$ cat config.mk
export PLATFORM = sky130hd
export DESIGN_NAME = core_predictor_time_offset
export DESIGN_NICKNAME = d
export VERILOG_FILES = /design/src/cpto_pkg.sv /design/src/cpto_front.sv /design/src/cpto_queue.sv /design/src/cpto_back.sv /design/src/core_predictor_time_offset.sv
export SDC_FILE = /design/constraint.sdc
export NUM_CORES = 2
export LEC_CHECK = 0
export BUFFER_PORTS_ARGS = -buffer_cell sky130_fd_sc_hd__buf_2
export CORE_MARGIN = 1
export CORE_UTILIZATION = 65
export CTS_CLUSTER_DIAMETER = 50
export DETAILED_ROUTE_END_ITERATION = 8
export GPL_TIMING_DRIVEN = 0
export PLACE_DENSITY = 0.84
export REMOVE_ABC_BUFFERS = 1
export SYNTH_ARGS = -nofsm -noshare
export SYNTH_HDL_FRONTEND = slang
export SYNTH_HIERARCHICAL = 1
export SYNTH_SLANG_ARGS = --single-unit
$ cat constraint.sdc
create_clock -name clk -period 13.6 [get_ports clk]
set_input_delay 1.36 -clock clk [delete_from_list [all_inputs] [get_ports clk]]
set_output_delay 1.36 -clock clk [all_outputs]
set_load 0.02 [all_outputs]
$ cat src/cpto_pkg.sv
// ----------------------------------------------------------------------------
// cpto_pkg
// Shared types and constants of the core predictor and clock offset block.
// ----------------------------------------------------------------------------
package cpto_pkg;

	localparam int IN_W     = 144;
	localparam int OUT_W    = 72;
	localparam int CFG_AW   = 4;
	localparam int Q_DEPTH  = 4;
	localparam int Q_AW     = 2;
	localparam int Q_LVL_W  = 3;

	localparam logic [29:0] NS_PER_SEC = 30'd1000000000;
	localparam logic [19:0] NS_PER_MS  = 20'd1000000;
	localparam logic [31:0] RNG_RESET  = 32'd2596069104;

	localparam logic [23:0] MISPREDICT_RESET = 24'd54780;
	localparam logic [23:0] HIT_RESET        = 24'd27435;
	localparam logic [23:0] PASSIVE_RESET    = 24'd100000;

	typedef enum logic [1:0] {
		POL_RECENT = 2'd0,
		POL_RANDOM = 2'd1,
		POL_FREQ   = 2'd2,
		POL_WINDOW = 2'd3
	} policy_t;

	typedef enum logic [1:0] {
		REG_POLICY     = 2'd0,
		REG_MISPREDICT = 2'd1,
		REG_HIT        = 2'd2,
		REG_PASSIVE    = 2'd3
	} reg_idx_t;

	typedef struct packed {
		policy_t     policy;
		logic [23:0] mispredict_penalty_ns;
		logic [23:0] hit_overhead_ns;
		logic [23:0] passive_error_ns;
	} cfg_t;

	function automatic logic [31:0] xorshift32(input logic [31:0] x);
		logic [31:0] y;
		y = x ^ (x << 13);
		y = y ^ (y >> 17);
		y = y ^ (y << 5);
		return y;
	endfunction

endpackage

$ cat src/cpto_front.sv
// ----------------------------------------------------------------------------
// cpto_front
// Input stage: unpacks a beat, clamps the core id and forms the clock
// difference without the latency penalty over two pipeline stages.
// ----------------------------------------------------------------------------
module cpto_front import cpto_pkg::*; #(
	parameter int CORES = 4,
	localparam int CW = $clog2(CORES)
) (
	input  logic                 clk,
	input  logic                 arst_n,
	input  cfg_t                 cfg,
	input  logic                 s_axis_tvalid,
	output logic                 s_axis_tready,
	// phc_ns [63:0], secure_seconds [95:64], secure_millis [105:96],
	// core_id [137:106], zero fill [143:138]
	input  logic [IN_W-1:0]      s_axis_tdata,
	input  logic [Q_LVL_W-1:0]   q_level,
	output logic                 q_push,
	output logic [63:0]          q_tmp,
	output logic [CW-1:0]        q_core
);

	logic [63:0]   phc;
	logic [31:0]   secs;
	logic [9:0]    millis;
	logic [31:0]   core_id;
	logic [CW-1:0] core_clamped;
	logic          accept;

	logic          v_s1;
	logic [63:0]   phc_s1;
	logic [61:0]   sec_ns_s1;
	logic [29:0]   ms_ns_s1;
	logic [CW-1:0] core_s1;

	logic          v_s2;
	logic [63:0]   tmp_s2;
	logic [CW-1:0] core_s2;

	assign phc     = s_axis_tdata[63:0];
	assign secs    = s_axis_tdata[95:64];
	assign millis  = s_axis_tdata[105:96];
	assign core_id = s_axis_tdata[137:106];

	always_comb begin
		if (core_id[31]) begin
			core_clamped = '0;
		end else if (core_id[30:0] >= 31'(CORES)) begin
			core_clamped = CW'(CORES - 1);
		end else begin
			core_clamped = core_id[CW-1:0];
		end
	end

	// Items in the two stages hold a queue slot in advance, so a push always finds room.
	assign s_axis_tready = (Q_LVL_W'(q_level) + Q_LVL_W'(v_s1) + Q_LVL_W'(v_s2))
		< Q_LVL_W'(Q_DEPTH);
	assign accept = s_axis_tvalid && s_axis_tready;

	always_ff @(posedge clk or negedge arst_n) begin
		if (!arst_n) begin
			v_s1 <= 1'b0;
			v_s2 <= 1'b0;
		end else begin
			v_s1 <= accept;
			v_s2 <= v_s1;
		end
	end

	always_ff @(posedge clk) begin
		phc_s1    <= phc;
		sec_ns_s1 <= 62'(secs * NS_PER_SEC);
		ms_ns_s1  <= 30'(millis * NS_PER_MS);
		core_s1   <= core_clamped;
		tmp_s2    <= phc_s1 - 64'(sec_ns_s1) - 64'(ms_ns_s1) - 64'(cfg.passive_error_ns);
		core_s2   <= core_s1;
	end

	assign q_push = v_s2;
	assign q_tmp  = tmp_s2;
	assign q_core = core_s2;

endmodule

$ cat src/cpto_queue.sv
// ----------------------------------------------------------------------------
// cpto_queue
// Short first-in first-out queue between the front and back ends.
// ----------------------------------------------------------------------------
module cpto_queue import cpto_pkg::*; #(
	parameter int CORES = 4,
	localparam int CW = $clog2(CORES)
) (
	input  logic               clk,
	input  logic               arst_n,
	input  logic               push,
	input  logic [63:0]        push_tmp,
	input  logic [CW-1:0]      push_core,
	input  logic               pop,
	output logic               pop_valid,
	output logic [63:0]        pop_tmp,
	output logic [CW-1:0]      pop_core,
	output logic [Q_LVL_W-1:0] level
);

	logic [63:0]        tmp_q  [Q_DEPTH];
	logic [CW-1:0]      core_q [Q_DEPTH];
	logic [Q_AW-1:0]    wr_ptr_q;
	logic [Q_AW-1:0]    rd_ptr_q;
	logic [Q_LVL_W-1:0] level_q;

	always_ff @(posedge clk or negedge arst_n) begin
		if (!arst_n) begin
			wr_ptr_q <= '0;
			rd_ptr_q <= '0;
			level_q  <= '0;
		end else begin
			if (push) begin
				wr_ptr_q <= wr_ptr_q + 1'b1;
			end
			if (pop) begin
				rd_ptr_q <= rd_ptr_q + 1'b1;
			end
			if (push && !pop) begin
				level_q <= level_q + 1'b1;
			end else if (pop && !push) begin
				level_q <= level_q - 1'b1;
			end
		end
	end

	always_ff @(posedge clk) begin
		if (push) begin
			tmp_q[wr_ptr_q]  <= push_tmp;
			core_q[wr_ptr_q] <= push_core;
		end
	end

	assign pop_valid = level_q != '0;
	assign pop_tmp   = tmp_q[rd_ptr_q];
	assign pop_core  = core_q[rd_ptr_q];
	assign level     = level_q;

endmodule

$ cat src/cpto_back.sv
// ----------------------------------------------------------------------------
// cpto_back
// Back end: predicts the core under the active policy, updates that policy's
// state, and adds the hit or mispredict penalty into the output register.
// ----------------------------------------------------------------------------
module cpto_back import cpto_pkg::*; #(
	parameter int CORES  = 4,
	parameter int WINDOW = 32,
	localparam int CW = $clog2(CORES)
) (
	input  logic             clk,
	input  logic             arst_n,
	input  cfg_t             cfg,
	input  logic             q_valid,
	input  logic [63:0]      q_tmp,
	input  logic [CW-1:0]    q_core,
	output logic             q_pop,
	output logic             m_axis_tvalid,
	input  logic             m_axis_tready,
	// offset_ns [63:0], guessed_core [65:64], missed [66], zero fill [71:67]
	output logic [OUT_W-1:0] m_axis_tdata
);

	localparam int LEAVES  = 1 << CW;
	localparam int NODES   = 2 * LEAVES - 1;
	localparam int HW      = (WINDOW > 1) ? $clog2(WINDOW) : 1;
	localparam int FW      = $clog2(WINDOW + 1);
	localparam bit POW2    = (CORES & (CORES - 1)) == 0;

	logic          last_valid_q;
	logic [CW-1:0] last_core_q;
	logic [31:0]   rng_q;
	logic [31:0]   use_cnt_q   [CORES];
	logic [FW-1:0] trace_cnt_q [CORES];
	logic [HW-1:0] head_q;
	logic [FW-1:0] fill_q;
	logic [CW-1:0] ring_mem    [WINDOW];
	logic [CW-1:0] ring_old_q;

	logic [31:0]   rng_next;
	logic [CW-1:0] rng_guess;
	logic [31:0]   node_val [NODES];
	logic [CW-1:0] node_idx [NODES];
	logic [CW-1:0] guess;
	logic          miss;
	logic          full;
	logic          push;
	logic [HW-1:0] head_d;
	logic [31:0]   use_cnt_d   [CORES];
	logic [FW-1:0] trace_cnt_d [CORES];

	logic          v_s1;
	logic [63:0]   tmp_s1;
	logic [CW-1:0] guess_s1;
	logic          miss_s1;
	logic          out_adv;
	logic          s1_adv;
	logic          m_valid_q;
	logic [OUT_W-1:0] result_q;
	logic [31:0]   guess_ext;

	assign rng_next = xorshift32(rng_q);

	generate
		if (POW2) begin : g_rng_mask
			assign rng_guess = rng_next[CW-1:0];
		end else begin : g_rng_mod
			// Residue by nibble weights 16^i mod CORES, folded twice, then reduced.
			logic [10:0] sum1;
			logic [9:0]  sum2;
			logic [9:0]  rem;
			always_comb begin
				int w;
				sum1 = '0;
				w = 1;
				for (int i = 0; i < 8; i++) begin
					sum1 = sum1 + 11'(rng_next[4*i +: 4] * 4'(w));
					w = (w * 16) % CORES;
				end
				sum2 = 10'(sum1[3:0]);
				w = 16 % CORES;
				sum2 = sum2 + 10'(sum1[7:4] * 4'(w));
				w = (w * 16) % CORES;
				sum2 = sum2 + 10'(sum1[10:8] * 4'(w));
				rem = sum2;
				for (int k = 7; k >= 0; k--) begin
					if (int'(rem) >= (CORES << k)) begin
						rem = rem - 10'(CORES << k);
					end
				end
				rng_guess = rem[CW-1:0];
			end
		end
	endgenerate

	// Shared arg-max tree; the left child holds the lower indices and wins ties.
	always_comb begin
		for (int i = 0; i < LEAVES; i++) begin
			node_val[LEAVES-1+i] = '0;
			node_idx[LEAVES-1+i] = CW'(i);
		end
		for (int i = 0; i < CORES; i++) begin
			node_val[LEAVES-1+i] = (cfg.policy == POL_WINDOW) ? 32'(trace_cnt_q[i])
				: use_cnt_q[i];
		end
		for (int n = LEAVES - 2; n >= 0; n--) begin
			if (node_val[2*n+2] > node_val[2*n+1]) begin
				node_val[n] = node_val[2*n+2];
				node_idx[n] = node_idx[2*n+2];
			end else begin
				node_val[n] = node_val[2*n+1];
				node_idx[n] = node_idx[2*n+1];
			end
		end
	end

	always_comb begin
		case (cfg.policy)
			POL_RECENT: guess = last_valid_q ? last_core_q : q_core;
			POL_RANDOM: guess = rng_guess;
			POL_FREQ:   guess = node_idx[0];
			POL_WINDOW: guess = (fill_q == '0) ? q_core : node_idx[0];
			default:    guess = q_core;
		endcase
	end

	assign miss = guess != q_core;
	assign full = fill_q == FW'(WINDOW);
	assign push = q_pop && (cfg.policy == POL_WINDOW);

	always_comb begin
		if (!push) begin
			head_d = head_q;
		end else if (head_q == HW'(WINDOW - 1)) begin
			head_d = '0;
		end else begin
			head_d = head_q + 1'b1;
		end
	end

	always_comb begin
		for (int i = 0; i < CORES; i++) begin
			use_cnt_d[i] = use_cnt_q[i];
			if ((q_core == CW'(i)) && (use_cnt_q[i] != '1)) begin
				use_cnt_d[i] = use_cnt_q[i] + 1'b1;
			end
			trace_cnt_d[i] = trace_cnt_q[i];
			if (full && (ring_old_q == CW'(i)) && (trace_cnt_q[i] != '0)) begin
				trace_cnt_d[i] = trace_cnt_d[i] - 1'b1;
			end
			if (q_core == CW'(i)) begin
				trace_cnt_d[i] = trace_cnt_d[i] + 1'b1;
			end
		end
	end

	always_ff @(posedge clk or negedge arst_n) begin
		if (!arst_n) begin
			last_valid_q <= 1'b0;
			last_core_q  <= '0;
			rng_q        <= RNG_RESET;
			head_q       <= '0;
			fill_q       <= '0;
			for (int i = 0; i < CORES; i++) begin
				use_cnt_q[i]   <= '0;
				trace_cnt_q[i] <= '0;
			end
		end else if (q_pop) begin
			case (cfg.policy)
				POL_RECENT: begin
					last_core_q  <= q_core;
					last_valid_q <= 1'b1;
				end
				POL_RANDOM: begin
					rng_q <= rng_next;
				end
				POL_FREQ: begin
					use_cnt_q <= use_cnt_d;
				end
				POL_WINDOW: begin
					trace_cnt_q <= trace_cnt_d;
					head_q      <= head_d;
					if (!full) begin
						fill_q <= fill_q + 1'b1;
					end
				end
				default: begin
				end
			endcase
		end
	end

	// The entry at the next head is fetched ahead; a one-entry window bypasses the write.
	always_ff @(posedge clk) begin
		if (push) begin
			ring_mem[head_q] <= q_core;
		end
		if (push && (head_d == head_q)) begin
			ring_old_q <= q_core;
		end else begin
			ring_old_q <= ring_mem[head_d];
		end
	end

	assign out_adv = !m_valid_q || m_axis_tready;
	assign s1_adv  = !v_s1 || out_adv;
	assign q_pop   = q_valid && s1_adv;

	always_ff @(posedge clk or negedge arst_n) begin
		if (!arst_n) begin
			v_s1      <= 1'b0;
			m_valid_q <= 1'b0;
		end else begin
			if (s1_adv) begin
				v_s1 <= q_pop;
			end
			if (out_adv) begin
				m_valid_q <= v_s1;
			end
		end
	end

	assign guess_ext = 32'(guess_s1);

	always_ff @(posedge clk) begin
		if (s1_adv) begin
			tmp_s1   <= q_tmp;
			guess_s1 <= guess;
			miss_s1  <= miss;
		end
		if (out_adv) begin
			result_q <= {5'b0, miss_s1, guess_ext[1:0],
				tmp_s1 + 64'(miss_s1 ? cfg.mispredict_penalty_ns : cfg.hit_overhead_ns)};
		end
	end

	assign m_axis_tvalid = m_valid_q;
	assign m_axis_tdata  = result_q;

endmodule

$ cat src/core_predictor_time_offset.sv
// ----------------------------------------------------------------------------
// core_predictor_time_offset
// Core predictor with a penalty-adjusted hardware-to-secure clock difference.
// ----------------------------------------------------------------------------
// The block takes one beat per clock while the output is not stalled and
// delivers one result beat per input, in order. The rate is set by the
// prediction stage, which reads and updates the active policy's state
// (counters, ring buffer, random word) in a single cycle per item. A
// four-entry queue sits between the arithmetic front end and the prediction
// back end, and the input stalls only once that queue and the two front
// stages hold four items. Configuration registers should be written only
// while no item is in flight.
module core_predictor_time_offset import cpto_pkg::*; #(
	parameter int CORES  = 4,
	parameter int WINDOW = 32
) (
	input  logic              clk,
	input  logic              arst_n,
	input  logic              s_axis_tvalid,
	output logic              s_axis_tready,
	// phc_ns [63:0], secure_seconds [95:64], secure_millis [105:96],
	// core_id [137:106], zero fill [143:138]
	input  logic [IN_W-1:0]   s_axis_tdata,
	output logic              m_axis_tvalid,
	input  logic              m_axis_tready,
	// offset_ns [63:0], guessed_core [65:64], missed [66], zero fill [71:67]
	output logic [OUT_W-1:0]  m_axis_tdata,
	input  logic              psel,
	input  logic              penable,
	input  logic              pwrite,
	input  logic [CFG_AW-1:0] paddr,
	input  logic [31:0]       pwdata,
	output logic [31:0]       prdata,
	output logic              pready
);

	localparam int CW = $clog2(CORES);

	cfg_t               cfg_q;
	reg_idx_t           reg_idx;
	logic               q_push;
	logic [63:0]        q_push_tmp;
	logic [CW-1:0]      q_push_core;
	logic               q_pop;
	logic               q_valid;
	logic [63:0]        q_pop_tmp;
	logic [CW-1:0]      q_pop_core;
	logic [Q_LVL_W-1:0] q_level;

	assign pready  = 1'b1;
	assign reg_idx = reg_idx_t'(paddr[3:2]);

	always_ff @(posedge clk or negedge arst_n) begin
		if (!arst_n) begin
			cfg_q.policy                <= POL_RECENT;
			cfg_q.mispredict_penalty_ns <= MISPREDICT_RESET;
			cfg_q.hit_overhead_ns       <= HIT_RESET;
			cfg_q.passive_error_ns      <= PASSIVE_RESET;
		end else if (psel && penable && pwrite && pready) begin
			case (reg_idx)
				REG_POLICY:     cfg_q.policy                <= policy_t'(pwdata[1:0]);
				REG_MISPREDICT: cfg_q.mispredict_penalty_ns <= pwdata[23:0];
				REG_HIT:        cfg_q.hit_overhead_ns       <= pwdata[23:0];
				REG_PASSIVE:    cfg_q.passive_error_ns      <= pwdata[23:0];
				default: begin
				end
			endcase
		end
	end

	always_comb begin
		case (reg_idx)
			REG_POLICY:     prdata = 32'(cfg_q.policy);
			REG_MISPREDICT: prdata = 32'(cfg_q.mispredict_penalty_ns);
			REG_HIT:        prdata = 32'(cfg_q.hit_overhead_ns);
			REG_PASSIVE:    prdata = 32'(cfg_q.passive_error_ns);
			default:        prdata = '0;
		endcase
	end

	cpto_front #(
		.CORES(CORES)
	) u_front (
		.clk          (clk),
		.arst_n       (arst_n),
		.cfg          (cfg_q),
		.s_axis_tvalid(s_axis_tvalid),
		.s_axis_tready(s_axis_tready),
		.s_axis_tdata (s_axis_tdata),
		.q_level      (q_level),
		.q_push       (q_push),
		.q_tmp        (q_push_tmp),
		.q_core       (q_push_core)
	);

	cpto_queue #(
		.CORES(CORES)
	) u_queue (
		.clk      (clk),
		.arst_n   (arst_n),
		.push     (q_push),
		.push_tmp (q_push_tmp),
		.push_core(q_push_core),
		.pop      (q_pop),
		.pop_valid(q_valid),
		.pop_tmp  (q_pop_tmp),
		.pop_core (q_pop_core),
		.level    (q_level)
	);

	cpto_back #(
		.CORES (CORES),
		.WINDOW(WINDOW)
	) u_back (
		.clk          (clk),
		.arst_n       (arst_n),
		.cfg          (cfg_q),
		.q_valid      (q_valid),
		.q_tmp        (q_pop_tmp),
		.q_core       (q_pop_core),
		.q_pop        (q_pop),
		.m_axis_tvalid(m_axis_tvalid),
		.m_axis_tready(m_axis_tready),
		.m_axis_tdata (m_axis_tdata)
	);

`ifndef SYNTHESIS
	a_level_bound: assert property (@(posedge clk) disable iff (!arst_n)
		q_level <= Q_LVL_W'(Q_DEPTH))
		else $error("Queue level exceeds its depth.");

	a_pop_nonempty: assert property (@(posedge clk) disable iff (!arst_n)
		q_pop |-> (q_level != '0))
		else $error("Queue popped while empty.");

	a_push_room: assert property (@(posedge clk) disable iff (!arst_n)
		q_push |-> ((q_level < Q_LVL_W'(Q_DEPTH)) || q_pop))
		else $error("Queue pushed while full.");
`endif

endmodule

==> impl_metrics.py <==
metrics = {
    "clocking": {
        "cts_tree": "done",
        "post_cts_buffers": 0,
        "numCtsBuffers": 103,
        "cts_root_buf": "clkbuf_16",
        "cts-htree-levels": 3,
        "path_clk_slew_ps": 60,
        "cts_hold_buf": 0,
        "clkLatencyLatePin_ps": 700,
        "cts_buffer_depth": 3,
        "cts_sinks": 956,
        "cts_resized": 0,
    },
    "sta": {
        "post-route-period-util_pct": 57.6,
        "clock.fmax_mhz": 128,
        "fin_hold_ws_ps": 317,
        "layout_setup_ws_ps": 5760,
        "final.min_clock_period_ps": 7840,
        "slew_violations": 0,
        "finalClockSkew_ps": 60.6,
        "hold_violations": 0,
        "relSlewSlack_pct": 21.6,
        "worst_pin_slew_ps": 1180,
        "rsz0062_at_grt": "false",
        "fin_setup_tns_ps": 0,
        "setup_viol": 0,
    },
    "floorplan": {
        "ios": 294,
        "fp.dieArea_mm2": 0.0973,
        "initial_core_util_pct": 65.7,
        "die_w_um": 312,
        "fp.dieH_um": 312,
        "core_area_mm2": 0.0950,
        "rows": 113,
    },
    "synth": {
        "synth_cell_type_count": 100,
        "ys_ff_latch": 956,
        "syn_avg_cell_area_um2": 11.3,
        "synthFlopType": "edfxtp_1",
        "synth.cell_area_mm2": 0.0624,
        "async_flop_share_pct": 29.6,
        "synth.area.top_cells": "edfxtp_1, fa_1, ha_1",
        "ys_seq_area_share_pct": 40.4,
        "yosysMostFrequentCell": "inv_1",
        "synth_top_area_share_pct": 22.2,
        "synth_cells": 5520,
        "synth_edf_count": 462,
        "synthTopCellsByCount": "inv_1, ha_1, edfxtp_1, fa_1, nand2_1",
        "yosysTopAreaCell": "edfxtp_1",
        "yosys_warnings": 6,
    },
    "finish": {
        "fill_cells": 6355,
        "multi_input_area_mm2": 0.0335,
        "drive_above_1_share_pct": 13.0,
        "n_antenna_cell": 0,
        "final_nets": 6928,
        "fin_area_mm2": 0.0687,
        "regArea_mm2": 0.0252,
        "syn_to_final_growth_pct": 9.95,
    },
    "detailed_routing": {
        "drtPass1Iterations": 5,
        "postRouteAntennaNets": 0,
        "drt_iter0_drc": 3428,
        "route.detailed.drc": 0,
        "avgRoutedWirePerCell_um": 20.5,
        "num_vias": 42200,
        "via_per_inst": 5.93,
        "wl_mm": 146,
    },
    "critical_path": {
        "crit_required_ps": 14010,
        "path_class": "reg2reg",
        "r2r_cells": 19,
        "worst_ep_arrival_time_ps": 8240,
        "endpoint_kind": "register",
        "critPathMaxFanout": 96,
        "r2r_slack_ps": 5760,
        "start_kind": "register",
    },
    "placed_design": {
        "port_buffers": 263,
        "hpwl_mm": 110,
        "gp_congestion": 0.961,
        "preCtsSetupSlack_ps": 5220,
        "place_area_mm2": 0.0652,
    },
    "status": {
        "outcome": "completed",
    },
    "grt": {
        "grt_usage_pct": 30.0,
        "grt_pass1_vias": 42600,
        "grt_pass1_wl_mm": 230,
        "antenna_found_initial": 6,
        "grt_max_degree": 118,
        "overflow": 0,
    },
    "job": {
        "drv_cap": 0,
    },
    "min_path": {
        "min_path_cells": 0,
        "holdCritPathClass": "reg2reg",
    },
}
## flip-flops by register name (all words and copies together) (netlist names), 3 cells and up
name,count
u_back/fill_q,6
u_back/ring_mem,64
u_front/phc_s1,64
u_queue/level,3
u_front/sec_ns_s1,53
cfg_q,74
u_back/trace_cnt_q,24
u_back/rng_q,32
u_back/m_axis_tdata,67
u_back/head_q,5
u_back/use_cnt_q,128
u_front/ms_ns_s1,24
u_front/q_tmp,64
u_back/tmp_s1,64
u_queue/tmp_q,256
u_queue/core_q,8
## final timing paths
path                                                from                              end
min                        u_front/core_s1[1]$_SDFF_PP0_        u_front/q_core[1]$_DFF_P_
min reg2reg                u_front/core_s1[1]$_SDFF_PP0_        u_front/q_core[1]$_DFF_P_
max                                cfg_q[73]$_DFFE_PN0P_         u_back/miss_s1$_DFFE_PN_
max reg2reg                        cfg_q[73]$_DFFE_PN0P_         u_back/miss_s1$_DFFE_PN_
min in group asynchronous                         arst_n  u_back/use_cnt_q[2]$_DFFE_PN0P_
max in group asynchronous                         arst_n            cfg_q[17]$_DFFE_PN0P_
## critical path: stages, from the launching register on
cell and delay [ps]:
dfrtp_1 850, nand2_4 730, buf_16 480, o21ai_0 410, ha_1 320, nor2b_1 140, o211ai_1 210, a21boi_0 150
o41a_1 460, o31ai_4 630, buf_16 230, o21ai_0 170, ha_1 360, nand4_1 150, nor4_1 810, nand2_1 240
a22oi_1 300, mux2_2 400, a311oi_1 260, o311ai_0 160
## metrics by stage
step	std cells	util [%]
2_1_floorplan	5378	-
3_3_place_gp	6906	68.0
3_5_place_dp	6928	68.6
4_1_cts	7121	72.3
5_1_grt	7121	72.3
6_report	7121	72.3
## cell type report
type	count	share of cell area (%)
Clock buffer	145	4.12
Clock inverter	48	0.882
Inverter	822	4.50
Multi-Input combinational cell	3600	48.7
Sequential cell	956	36.8
Tap cell	1265	2.31
Timing Repair Buffer	285	2.68
## cells by family (layout without fill, tap and decap cells)
kind of cell,count (synthesis),count (layout),synth area share [%]
and+or+nand+nor,1179,1179,9.43
buffers and inverters,975,1300,6.18
adders and majority gates,973,973,24.1
DFF,956,956,40.4
AOI/OAI and AO/OA,736,736,7.65
xor gates and xnor gates,445,445,6.24
muxes,253,253,6.01
other,3,14,0.0180
## layer usage
| layer | up-vias | GRT usage, % | part of all wire [%] | routed length (um) |
|---|---|---|---|---|
| met5 | - | 0 | 0.016 | 23 |
| li1 | 19500 | - | - | - |
| met1 | 20900 | 38.5 | 40 | 58300 |
| met3 | 334 | 4.17 | 6.2 | 9080 |
| met4 | 4 | 11.3 | 3.9 | 5620 |
| met2 | 1539 | 51.9 | 50 | 72800 |
## cell usage in the layout, fill, tap and decap left out, types with 205 or more instances in the layout
cell type / n
a21oi_1: 205
buf_2: 262
dfrtp_1: 236
dfxtp_1: 211
edfxtp_1: 462
fa_1: 379
ha_1: 594
inv_1: 820
nand2_1: 338
nor2_1: 208
xnor2_1: 285
Power is left out: the tool's default activity adds up to more than one toggle a clock period on the data nets, which glitch-free logic cannot reach.
